--- src/hw/rtl/mcpg_pkg.sv ---
// Package: shared constants, types and codes for the midpoint circle point generator.
`timescale 1ns / 1ps

package mcpg_pkg;

  localparam int RADIUS_BITS = 10;
  localparam int DEC_BITS    = RADIUS_BITS + 4;
  localparam int CENTER_BITS = 12;
  localparam int POINT_BITS  = 13;
  localparam int QUEUE_DEPTH = 2;
  localparam int QPTR_BITS   = $clog2(QUEUE_DEPTH);
  localparam int QCNT_BITS   = $clog2(QUEUE_DEPTH + 1);

  localparam logic [DEC_BITS-1:0] DEC_INIT = DEC_BITS'(3);
  localparam logic [DEC_BITS-1:0] DIAG_ADD = DEC_BITS'(10);
  localparam logic [DEC_BITS-1:0] AXIS_ADD = DEC_BITS'(6);

  typedef enum logic {
    KIND_START = 1'b0,
    KIND_STEP  = 1'b1
  } kind_t;

  typedef struct packed {
    logic signed [CENTER_BITS-1:0] cx;
    logic signed [CENTER_BITS-1:0] cy;
    logic [RADIUS_BITS-1:0]        x;
    logic [RADIUS_BITS-1:0]        y;
    logic                          done;
  } work_t;

endpackage

--- src/hw/rtl/mcpg_front.sv ---
// Front end: accepts items, runs the midpoint decision walk, posts work records.
`timescale 1ns / 1ps

module mcpg_front (
  input  logic                                 clk,
  input  logic                                 rst,
  input  logic                                 in_valid,
  output logic                                 in_stall,
  input  logic                                 kind,
  input  logic signed [mcpg_pkg::CENTER_BITS-1:0] center_x,
  input  logic signed [mcpg_pkg::CENTER_BITS-1:0] center_y,
  input  logic [mcpg_pkg::RADIUS_BITS-1:0]     radius,
  input  logic                                 q_full,
  output logic                                 push,
  output mcpg_pkg::work_t                      rec
);

  logic [mcpg_pkg::RADIUS_BITS-1:0]     octant_x, octant_x_next;
  logic [mcpg_pkg::RADIUS_BITS-1:0]     octant_y, octant_y_next;
  logic [mcpg_pkg::DEC_BITS-1:0]        decision, decision_next;
  logic signed [mcpg_pkg::CENTER_BITS-1:0] held_cx, held_cx_next;
  logic signed [mcpg_pkg::CENTER_BITS-1:0] held_cy, held_cy_next;
  logic                                 busy, busy_next;

  logic                                 accept;
  logic                                 done;
  logic [mcpg_pkg::RADIUS_BITS-1:0]     xs, ys;
  logic [mcpg_pkg::DEC_BITS-1:0]        diff;

  assign in_stall = q_full;
  assign accept   = in_valid && !q_full;

  always_comb begin
    octant_x_next = octant_x;
    octant_y_next = octant_y;
    decision_next = decision;
    held_cx_next  = held_cx;
    held_cy_next  = held_cy;
    busy_next     = busy;
    push          = 1'b0;
    done          = 1'b0;
    xs            = mcpg_pkg::RADIUS_BITS'(octant_x + 1'b1);
    ys            = mcpg_pkg::RADIUS_BITS'(octant_y - 1'b1);
    diff          = mcpg_pkg::DEC_BITS'(xs) - mcpg_pkg::DEC_BITS'(ys);
    if (accept) begin
      if (mcpg_pkg::kind_t'(kind) == mcpg_pkg::KIND_START) begin
        held_cx_next  = center_x;
        held_cy_next  = center_y;
        octant_x_next = '0;
        octant_y_next = radius;
        decision_next = mcpg_pkg::DEC_INIT - (mcpg_pkg::DEC_BITS'(radius) << 1);
        done          = (radius == '0);
        busy_next     = !done;
        push          = 1'b1;
      end else if (busy) begin
        octant_x_next = xs;
        if (!decision[mcpg_pkg::DEC_BITS-1] && (decision != '0)) begin
          octant_y_next = ys;
          decision_next = decision + (diff << 2) + mcpg_pkg::DIAG_ADD;
        end else begin
          decision_next = decision + (mcpg_pkg::DEC_BITS'(xs) << 2) + mcpg_pkg::AXIS_ADD;
        end
        done      = !(xs < octant_y_next);
        busy_next = !done;
        push      = 1'b1;
      end
    end
    rec.cx   = held_cx_next;
    rec.cy   = held_cy_next;
    rec.x    = octant_x_next;
    rec.y    = octant_y_next;
    rec.done = done;
  end

  always_ff @(posedge clk) begin
    if (rst) begin
      octant_x <= '0;
      octant_y <= '0;
      decision <= '0;
      held_cx  <= '0;
      held_cy  <= '0;
      busy     <= 1'b0;
    end else begin
      octant_x <= octant_x_next;
      octant_y <= octant_y_next;
      decision <= decision_next;
      held_cx  <= held_cx_next;
      held_cy  <= held_cy_next;
      busy     <= busy_next;
    end
  end

  a_done_idles: assert property (@(posedge clk) disable iff (rst)
    push && rec.done |=> !busy)
    else $error("walk still busy after completing item");

  a_idle_step_silent: assert property (@(posedge clk) disable iff (rst)
    accept && !busy && (mcpg_pkg::kind_t'(kind) == mcpg_pkg::KIND_STEP) |=> !busy)
    else $error("step while idle started a walk");

endmodule

--- src/hw/rtl/mcpg_queue.sv ---
// Short queue of work records between front and back end.
`timescale 1ns / 1ps

module mcpg_queue (
  input  logic            clk,
  input  logic            rst,
  input  logic            push,
  input  mcpg_pkg::work_t wdata,
  input  logic            pop,
  output mcpg_pkg::work_t rdata,
  output logic            full,
  output logic            empty
);

  mcpg_pkg::work_t                    slots [mcpg_pkg::QUEUE_DEPTH];
  logic [mcpg_pkg::QPTR_BITS-1:0]     wr_ptr;
  logic [mcpg_pkg::QPTR_BITS-1:0]     rd_ptr;
  logic [mcpg_pkg::QCNT_BITS-1:0]     count;

  assign full  = (count == mcpg_pkg::QCNT_BITS'(mcpg_pkg::QUEUE_DEPTH));
  assign empty = (count == '0);
  assign rdata = slots[rd_ptr];

  always_ff @(posedge clk) begin
    if (push) begin
      slots[wr_ptr] <= wdata;
    end
  end

  always_ff @(posedge clk) begin
    if (rst) begin
      wr_ptr <= '0;
      rd_ptr <= '0;
      count  <= '0;
    end else begin
      if (push) begin
        wr_ptr <= (wr_ptr == mcpg_pkg::QPTR_BITS'(mcpg_pkg::QUEUE_DEPTH - 1)) ? '0
                  : mcpg_pkg::QPTR_BITS'(wr_ptr + 1'b1);
      end
      if (pop) begin
        rd_ptr <= (rd_ptr == mcpg_pkg::QPTR_BITS'(mcpg_pkg::QUEUE_DEPTH - 1)) ? '0
                  : mcpg_pkg::QPTR_BITS'(rd_ptr + 1'b1);
      end
      if (push && !pop) begin
        count <= mcpg_pkg::QCNT_BITS'(count + 1'b1);
      end else if (pop && !push) begin
        count <= mcpg_pkg::QCNT_BITS'(count - 1'b1);
      end
    end
  end

  a_no_overflow: assert property (@(posedge clk) disable iff (rst)
    full |-> !push)
    else $error("push into full queue");

  a_no_underflow: assert property (@(posedge clk) disable iff (rst)
    empty |-> !pop)
    else $error("pop from empty queue");

endmodule

--- src/hw/rtl/mcpg_back.sv ---
// Back end: expands each work record into its eight mirrored points.
`timescale 1ns / 1ps

module mcpg_back (
  input  logic                                    clk,
  input  logic                                    rst,
  input  mcpg_pkg::work_t                         rdata,
  input  logic                                    empty,
  output logic                                    pop,
  output logic                                    out_valid,
  input  logic                                    out_stall,
  output logic signed [mcpg_pkg::POINT_BITS-1:0]  point_x,
  output logic signed [mcpg_pkg::POINT_BITS-1:0]  point_y,
  output logic                                    last_of_run,
  output logic                                    circle_done
);

  mcpg_pkg::work_t cur;
  logic            active;
  logic [2:0]      k;
  logic            advance;
  logic            emit;

  logic signed [mcpg_pkg::POINT_BITS-1:0] ox, oy, dx, dy, px, py;

  assign advance = !out_valid || !out_stall;
  assign emit    = advance && active;
  assign pop     = !empty && (!active || (emit && (k == 3'd7)));

  always_comb begin
    ox = mcpg_pkg::POINT_BITS'(cur.x);
    oy = mcpg_pkg::POINT_BITS'(cur.y);
    if (k[0]) ox = -ox;
    if (k[1]) oy = -oy;
    if (k[2]) begin
      dx = oy;
      dy = ox;
    end else begin
      dx = ox;
      dy = oy;
    end
    px = mcpg_pkg::POINT_BITS'(cur.cx) + dx;
    py = mcpg_pkg::POINT_BITS'(cur.cy) + dy;
  end

  always_ff @(posedge clk) begin
    if (rst) begin
      active    <= 1'b0;
      k         <= '0;
      out_valid <= 1'b0;
    end else begin
      if (advance) begin
        out_valid <= active;
      end
      if (emit) begin
        k <= 3'(k + 1'b1);
        if (k == 3'd7) begin
          active <= !empty;
        end
      end else if (!active && !empty) begin
        active <= 1'b1;
        k      <= '0;
      end
    end
  end

  always_ff @(posedge clk) begin
    if (pop) begin
      cur <= rdata;
    end
    if (emit) begin
      point_x     <= px;
      point_y     <= py;
      last_of_run <= (k == 3'd7);
      circle_done <= cur.done;
    end
  end

  a_run_continues: assert property (@(posedge clk) disable iff (rst)
    out_valid && !out_stall && !last_of_run |=> out_valid)
    else $error("gap inside a run of eight points");

  a_pop_on_boundary: assert property (@(posedge clk) disable iff (rst)
    pop && active |-> emit && (k == 3'd7))
    else $error("record replaced mid run");

endmodule

--- src/hw/rtl/midpoint_circle_point_generator.sv ---
// Top level: midpoint circle point generator with eight-way symmetry.
//
//   channel  handshake             payload
//   input    in_valid / in_stall   kind, center_x, center_y, radius
//   output   out_valid / out_stall point_x, point_y, last_of_run, circle_done
//
// The front end updates the walk in the cycle an item is accepted, so items
// enter back to back until the two-entry record queue fills.
// The back end emits one point per cycle while out_stall is low, eight points
// per producing item. A step item while idle produces nothing.
// Reset (rst, synchronous) idles the walk and empties the queue.
// out_stall holds the output register; in_stall rises only when the queue is full.
`timescale 1ns / 1ps

module midpoint_circle_point_generator (
  input  logic                                    clk,
  input  logic                                    rst,
  input  logic                                    in_valid,
  output logic                                    in_stall,
  input  logic                                    kind,
  input  logic signed [mcpg_pkg::CENTER_BITS-1:0] center_x,
  input  logic signed [mcpg_pkg::CENTER_BITS-1:0] center_y,
  input  logic [mcpg_pkg::RADIUS_BITS-1:0]        radius,
  output logic                                    out_valid,
  input  logic                                    out_stall,
  output logic signed [mcpg_pkg::POINT_BITS-1:0]  point_x,
  output logic signed [mcpg_pkg::POINT_BITS-1:0]  point_y,
  output logic                                    last_of_run,
  output logic                                    circle_done
);

  mcpg_pkg::work_t wrec;
  mcpg_pkg::work_t rrec;
  logic            push;
  logic            pop;
  logic            q_full;
  logic            q_empty;

  mcpg_front u_front (
    .clk      (clk),
    .rst      (rst),
    .in_valid (in_valid),
    .in_stall (in_stall),
    .kind     (kind),
    .center_x (center_x),
    .center_y (center_y),
    .radius   (radius),
    .q_full   (q_full),
    .push     (push),
    .rec      (wrec)
  );

  mcpg_queue u_queue (
    .clk   (clk),
    .rst   (rst),
    .push  (push),
    .wdata (wrec),
    .pop   (pop),
    .rdata (rrec),
    .full  (q_full),
    .empty (q_empty)
  );

  mcpg_back u_back (
    .clk         (clk),
    .rst         (rst),
    .rdata       (rrec),
    .empty       (q_empty),
    .pop         (pop),
    .out_valid   (out_valid),
    .out_stall   (out_stall),
    .point_x     (point_x),
    .point_y     (point_y),
    .last_of_run (last_of_run),
    .circle_done (circle_done)
  );

endmodule
--- config.mk ---
export PLATFORM = sky130hd
export DESIGN_NAME = midpoint_circle_point_generator
export DESIGN_NICKNAME = d
export VERILOG_FILES = /design/src/hw/rtl/mcpg_pkg.sv /design/src/hw/rtl/mcpg_front.sv /design/src/hw/rtl/mcpg_queue.sv /design/src/hw/rtl/mcpg_back.sv /design/src/hw/rtl/midpoint_circle_point_generator.sv
export SDC_FILE = /design/constraint.sdc
export NUM_CORES = 1
export LEC_CHECK = 0
export ABC_CLOCK_PERIOD_IN_PS = 7200
export BUFFER_PORTS_ARGS = -buffer_cell sky130_fd_sc_hd__clkbuf_2
export CAP_MARGIN = 40
export CORE_MARGIN = 8
export CORE_UTILIZATION = 64
export CTS_BUF_LIST = sky130_fd_sc_hd__clkbuf_2
export CTS_CLUSTER_SIZE = 12
export DETAILED_ROUTE_END_ITERATION = 7
export PLACE_DENSITY = 0.79
export SYNTH_ARGS = -nofsm -noshare
export SYNTH_HDL_FRONTEND = slang
export SYNTH_HIERARCHICAL = 1
export SYNTH_SLANG_ARGS = --single-unit
--- constraint.sdc ---
create_clock -name clk -period 7.2 [get_ports clk]
set_input_delay 2.16 -clock clk [delete_from_list [all_inputs] [get_ports clk]]
set_output_delay 2.16 -clock clk [all_outputs]
set_load 0.02 [all_outputs]
==> impl_metrics.json, run 1 <==
{
  "grtUsageTotal_pct": 23.0,
  "post-route-period-util_pct": 66.0,
  "wl_per_cell_um": 17.8,
  "core_sq_um": 20000,
  "io_buffers": 68,
  "fin_area_sq_um": 14100,
  "async_flop_share_pct": 0,
  "grt_pass1_wl_mm": 45.3,
  "initialDrtViolationCount": 747,
  "start_util_pct": 64.6,
  "cts_tree": "built",
  "htreeDepth": 2,
  "dp_hpwl_mm": 20.4,
  "syn_area_sq_um": 12900,
  "drv_slew": 0,
  "crit_path_max_fanout": 8,
  "p_leak_uw": 0.00578,
  "fin_skew_ps": 75.3,
  "holdPathStages": 2,
  "cp-end-kind": "register",
  "clk_pin_slew_ps": 100,
  "gp_congestion": 0.904,
  "r2r_slack_ps": 2450,
  "firstDrtPassIters": 5,
  "p_per_area_nw_per_um2": 378,
  "tns_ps": 0,
  "synth_edf_count": 163,
  "first_global_vias": 9186,
  "areaGrowthSynthToFinish_pct": 8.81,
  "cts.sinks": 232,
  "dieArea_sq_um": 25000,
  "timing.fmax_mhz": 210,
  "wl_mm": 28.2,
  "slew_headroom_pct": 46.6,
  "cp.arrival_ps": 5490,
  "clock_latency_ps": 860,
  "viasPerCell": 5.90,
  "drv_cap": 0,
  "ys_seq_area_share_pct": 48.5,
  "clk_path_buf_depth": 3,
  "final_nets": 1408,
  "ctsHoldBuffers": 0,
  "worst_setup_path_start_kind": "register",
  "ys.flop_type": "edfxtp_1",
  "hp-class": "register to register",
  "rsz0062_at_grt": "no",
  "hold_violations": 0,
  "rows": 52,
  "grt.overflow.total": 0,
  "setup_viol": 0,
  "cts_inserted_buffers": 56,
  "post_dp_cell_area_sq_um": 13600,
  "fp.dieH_um": 158,
  "postSynthCellCount": 1174,
  "worst_pin_slew_ps": 801,
  "reg2reg_depth": 19,
  "ios": 69,
  "cts_setup_buffers": 0,
  "setup.worst_path.class": "register to register",
  "fin_crit_ps": 4750,
  "peakVddDrop_mv": 0.210,
  "num_vias": 9344,
  "final_antenna_net_count": 0,
  "antenna_found_initial": 1,
  "layout-drive-gt1-share_pct": 19.3,
  "run_status": "complete, no violations",
  "required_ps": 7930,
  "route.detailed.drc": 0,
  "yosysWarnings": 6,
  "avgSynthCellArea_sq_um": 11.0,
  "synth_cell_types": 80,
  "die_w_um": 158,
  "cts-root-buf": "clkbuf_2",
  "ys_ff_latch": 232,
  "grt_max_degree": 70,
  "ctsResizeCount": 0,
  "syn_nets": 1315
}
-- final cells by class --
cell class,count,area (sq um)
diodes,1,2.50
clock inverters,23,113
well taps,270,338
fillers,1572,5950
clock buffers,81,405
repair buffers,82,508
flip-flops and latches,232,6280
inverters,32,120
multi-input cells,863,6330
-- state kept, by name, summed over array words and instances (netlist names), 10 cells and up, named ones only --
register	count
u_front/octant_x	10
u_front/held_cx	12
u_front/decision	14
u_back/cur	45
u_back/point_y	13
u_front/octant_y	10
u_back/point_x	13
u_front/held_cy	12
u_queue/slots	90
-- synthesized netlist by cell type, types with 7 or more instances --
library cell	count	area share, %
edfxtp_1	163	38
nand2_1	139	4.0
ha_1	97	9.4
a21oi_1	76	2.9
nor2_1	74	2.1
dfxtp_1	69	11
mux2_2	46	4.0
o21ai_0	46	1.8
xnor2_1	44	3.0
xor2_1	44	3.0
inv_1	32	0.93
clkbuf_1	26	0.75
nor2b_1	25	1.2
mux2i_1	22	1.7
nand3_1	19	0.73
a21o_1	18	1.0
nor3_1	17	0.66
a211oi_1	16	0.93
o211ai_1	12	0.70
nand2b_1	10	0.48
o21bai_1	9	0.52
o22ai_1	9	0.43
a31oi_1	8	0.39
o31ai_1	8	0.46
or3_1	8	0.39
a311oi_1	7	0.47
-- where the power goes --
part	total (uW)	switching [uW]	leakage (uW)	internal, uW
clock network	833	519	0.000390	314
logic	2420	1430	0.00328	997
registers	2070	210	0.00210	1860
total	5330	2160	0.00578	3180
-- routing by layer --
| metal | routed length [um] | global-route usage (%) | vias up |
|---|---|---|---|
| li1 | - | - | 4567 |
| met2 | 13000 | 36.2 | 318 |
| met4 | 512 | 7.86 | 0 |
| met1 | 12800 | 32.2 | 4416 |
| met3 | 1970 | 3.14 | 43 |
| met5 | 0 | 0 | - |
-- final timing paths --
check / start / to
hold / removal: u_front/held_cx[4] / u_front/held_cx[4]
hold reg to reg: u_front/held_cx[4] / u_front/held_cx[4]
setup / recovery: u_front/octant_x[0] / u_front/decision[13]
setup reg to reg: u_front/octant_x[0] / u_front/decision[13]
-- worst max-delay path, stage by stage (launching register included) --
cell and delay (ps):
dfxtp_1 500, ha_1 260, nand3_1 110, xor2_1 410, inv_1 160, ha_1 350, a21o_1 190, a31oi_1 290
o21ai_1 170, nor2_1 140, xnor2_1 150, ha_1 260, ha_1 350, a21o_1 200, a21oi_1 150, o31ai_1 140
o31ai_1 300, nor4_1 100, a2111oi_1 380, nand2_1 80
-- per-stage QoR --
stage | utilization, % | power [uW] | setup slack [ps] | hold WS [ps] | std cells
3_5_place_dp | 67.7 | 4490 | 2360 | 456 | 1478
4_1_cts | 70.3 | 5340 | 2440 | 471 | 1582
2_1_floorplan | - | 3880 | 1510 | 400 | 1174
3_3_place_gp | 67.2 | 4390 | 2160 | 450 | 1473
5_1_grt | 70.3 | 5710 | 2160 | 485 | 1584
6_report | 70.3 | 5330 | 2450 | 469 | 1584
-- cells in the final DEF, fill, tap and decap left out, types with 17 or more instances in the layout --
| cell | n |
|---|---|
| a21o_1 | 18 |
| a21oi_1 | 75 |
| clkbuf_2 | 150 |
| clkinv_1 | 17 |
| dfxtp_1 | 68 |
| edfxtp_1 | 163 |
| ha_1 | 97 |
| inv_1 | 32 |
| mux2_2 | 46 |
| mux2i_1 | 22 |
| nand2_1 | 139 |
| nand3_1 | 19 |
| nor2_1 | 74 |
| nor2b_1 | 24 |
| nor3_1 | 17 |
| o21ai_0 | 46 |
| xnor2_1 | 44 |
| xor2_1 | 44 |
-- kinds of logic after synthesis --
logic type / after synthesis / share of synthesized area (%)
compound gates: 266 / 13.7
xor+xnor: 92 / 6.45
fa+ha+maj: 102 / 10.1
buf+inv: 79 / 2.87
flops: 232 / 48.5
mux: 68 / 5.70
simple gates: 335 / 12.7
Note: power is estimated with default switching activity, not from simulation.
==> run 2, diff against run 1 <==
--- a/config.mk
+++ b/config.mk
@@ -5,15 +5,15 @@
 export SDC_FILE = /design/constraint.sdc
 export NUM_CORES = 1
 export LEC_CHECK = 0
-export ABC_CLOCK_PERIOD_IN_PS = 7200
+export ABC_CLOCK_PERIOD_IN_PS = 3900
 export BUFFER_PORTS_ARGS = -buffer_cell sky130_fd_sc_hd__clkbuf_2
 export CAP_MARGIN = 40
 export CORE_MARGIN = 8
-export CORE_UTILIZATION = 64
+export CORE_UTILIZATION = 58
 export CTS_BUF_LIST = sky130_fd_sc_hd__clkbuf_2
 export CTS_CLUSTER_SIZE = 12
 export DETAILED_ROUTE_END_ITERATION = 7
-export PLACE_DENSITY = 0.79
+export PLACE_DENSITY = 0.75
 export SYNTH_ARGS = -nofsm -noshare
 export SYNTH_HDL_FRONTEND = slang
 export SYNTH_HIERARCHICAL = 1
==> constraint.sdc (replaced) <==
create_clock -name clk -period 3.9 [get_ports clk]
set_input_delay 1.17 -clock clk [delete_from_list [all_inputs] [get_ports clk]]
set_output_delay 1.17 -clock clk [all_outputs]
set_load 0.02 [all_outputs]
==> impl_metrics.json, run 2 (synthesis gave the netlist of run 1 again) <==
{
  "largest_register": "u_queue/slots",
  "worst_pin_slew_ps": 853,
  "viasPerCell": 5.80,
  "slew_headroom_pct": 43.1,
  "worst_setup_path_start_kind": "register",
  "timing.fmax_mhz": 252,
  "final_common_cell": "edfxtp_1",
  "largest_reg_flops": 90,
  "run_status": "finished with violations",
  "grtUsageTotal_pct": 21.9,
  "grt_pass1_wl_mm": 47.3,
  "areaGrowthSynthToFinish_pct": 15.2,
  "final_antenna_net_count": 0,
  "peakVddDrop_mv": 0.313,
  "initialDrtViolationCount": 593,
  "cts-root-buf": "clkbuf_2",
  "ios": 69,
  "violations": "setup timing",
  "wl_mm": 30.2,
  "antenna_found_initial": 1,
  "cp_slowest_cell": "or3_4",
  "setup_viol": 1,
  "fillers": 1685,
  "die_w_um": 165,
  "wl_per_cell_um": 18.0,
  "core_sq_um": 21900,
  "cp_cell_sequence": "or3_4 > or3_4 > xor2_1 > ha_1 > nand2_1 > o21ai_2 > nor2_1 > xnor2_1 > ha_1 > ha_4 > a21o_1 > a21oi_2 > o31ai_4 > o31a_1 > nor4b_2 > a2111oi_4 > nand2_1",
  "hp-class": "register to register",
  "p_leak_uw": 0.00622,
  "route.detailed.drc": 0,
  "tns_ps": -68.4,
  "rows": 54,
  "required_ps": 4660,
  "layout-drive-gt1-share_pct": 26.3,
  "final_nets": 1489,
  "top_regs": "u_queue/slots: 90 flops, u_back/cur: 45 flops, u_front/decision: 14 flops",
  "clk_pin_slew_ps": 110,
  "crit_path_max_fanout": 5,
  "regArea_sq_um": 6280,
  "firstDrtPassIters": 6,
  "clk_path_buf_depth": 3,
  "fp.dieH_um": 165,
  "power.total_uw": 10400,
  "cp.arrival_ps": 4730,
  "dp_slack_ps": -192,
  "setup_ws_ps": -68.4,
  "gp_congestion": 0.954,
  "drv_cap": 0,
  "fin_skew_ps": 61.9,
  "multi_input_area_sq_um": 6520,
  "dieArea_sq_um": 27400,
  "cts.sinks": 232,
  "grt.overflow.total": 0,
  "clock_latency_ps": 820,
  "io_buffers": 68,
  "rsz0062_at_grt": "yes",
  "post-route-period-util_pct": 102,
  "drv_slew": 0,
  "num_vias": 9719,
  "htreeDepth": 2,
  "final_cell_mix": "edfxtp_1, clkbuf_2, nand2_1, ha_1, buf_4",
  "setup.worst_path.class": "register to register",
  "start_util_pct": 59.2,
  "cp-end-kind": "register",
  "cts_inserted_buffers": 57,
  "grt_max_degree": 69,
  "cts_tree": "built",
  "crit_path_max_incr_delay_ps": 420,
  "fin_crit_ps": 3970,
  "hold_violations": 0,
  "first_global_vias": 9496,
  "p_per_area_nw_per_um2": 699,
  "dp_hpwl_mm": 22.0
}
run 2: cell types whose count changed in the layout (fill, tap and decap cells not counted), sizes merged:
| cell | previous run | this run |
|---|---|---|
| clkinv | 22 | 24 |
| clkbuf | 150 | 148 |
| bufinv | 0 | 2 |
| clkinvlp | 0 | 1 |
| buf | 13 | 94 |
| inv | 33 | 32 |
run 2: path summary, 6_finish.rpt:
check | start | endpoint | slack, ps | cells after the start
hold / removal | u_back/cur[0] | u_back/circle_done | 460 | 0
setup / recovery | u_front/octant_y[1] | u_front/decision[13] | -70 | 17
hold reg to reg | u_back/cur[0] | u_back/circle_done | 460 | 0
setup reg to reg | u_front/octant_y[1] | u_front/decision[13] | -70 | 17
run 2: layout make-up:
cell class,instances,share of cell area [%]
tap,280,2.35
sequential,232,42.1
timing repair buffer,162,7.21
clock inverter,27,1.15
clock buffer,80,2.68
multi-input combinational,863,43.7
antenna,1,0.0168
inverter,32,0.805
run 2: power breakdown:
group | internal, uW | leakage, uW | switching [uW]
Combinational | 2170 | 0.00369 | 2820
Sequential | 3440 | 0.00210 | 322
Clock | 703 | 0.000424 | 976
Total | 6310 | 0.00622 | 4120
run 2: repair_timing:
action / 4_1_cts / 5_1_grt
gates resized for setup: 10 / 19
pin swaps: 3 / 24
hold buffers: 0 / 0
setup buffers: 1 / 5
endpoints found under the setup margin: 3 / 5
run 2: critical path: cells and delay by family (launching register included):
family / cells / cell delay [ps]
DFF: 1 / 350
adders and majority gates: 3 / 940
and+or+nand+nor: 6 / 1330
AOI/OAI and AO/OA: 6 / 1070
xor gates and xnor gates: 2 / 270
run 2: stage by stage:
stage                     util [%]  std cells  hold WS (ps)  instance area, sq um
after floorplan                  -       1174           400                 13000
after global placement        64.6       1562           418                 14100
after detailed placement      64.6       1563           433                 14200
after CTS                     67.5       1671           463                 14800
after global routing          68.1       1677           477                 14900
final                         68.1       1677           456                 14900
run 2: per-layer routing:
layer	global-route usage, %	wire (um)	vias to the layer above
met5	0	0	-
met4	10.2	996	0
met3	3.45	1680	65
met2	37.1	14800	273
met1	27.2	12800	4659
li1	-	-	4722
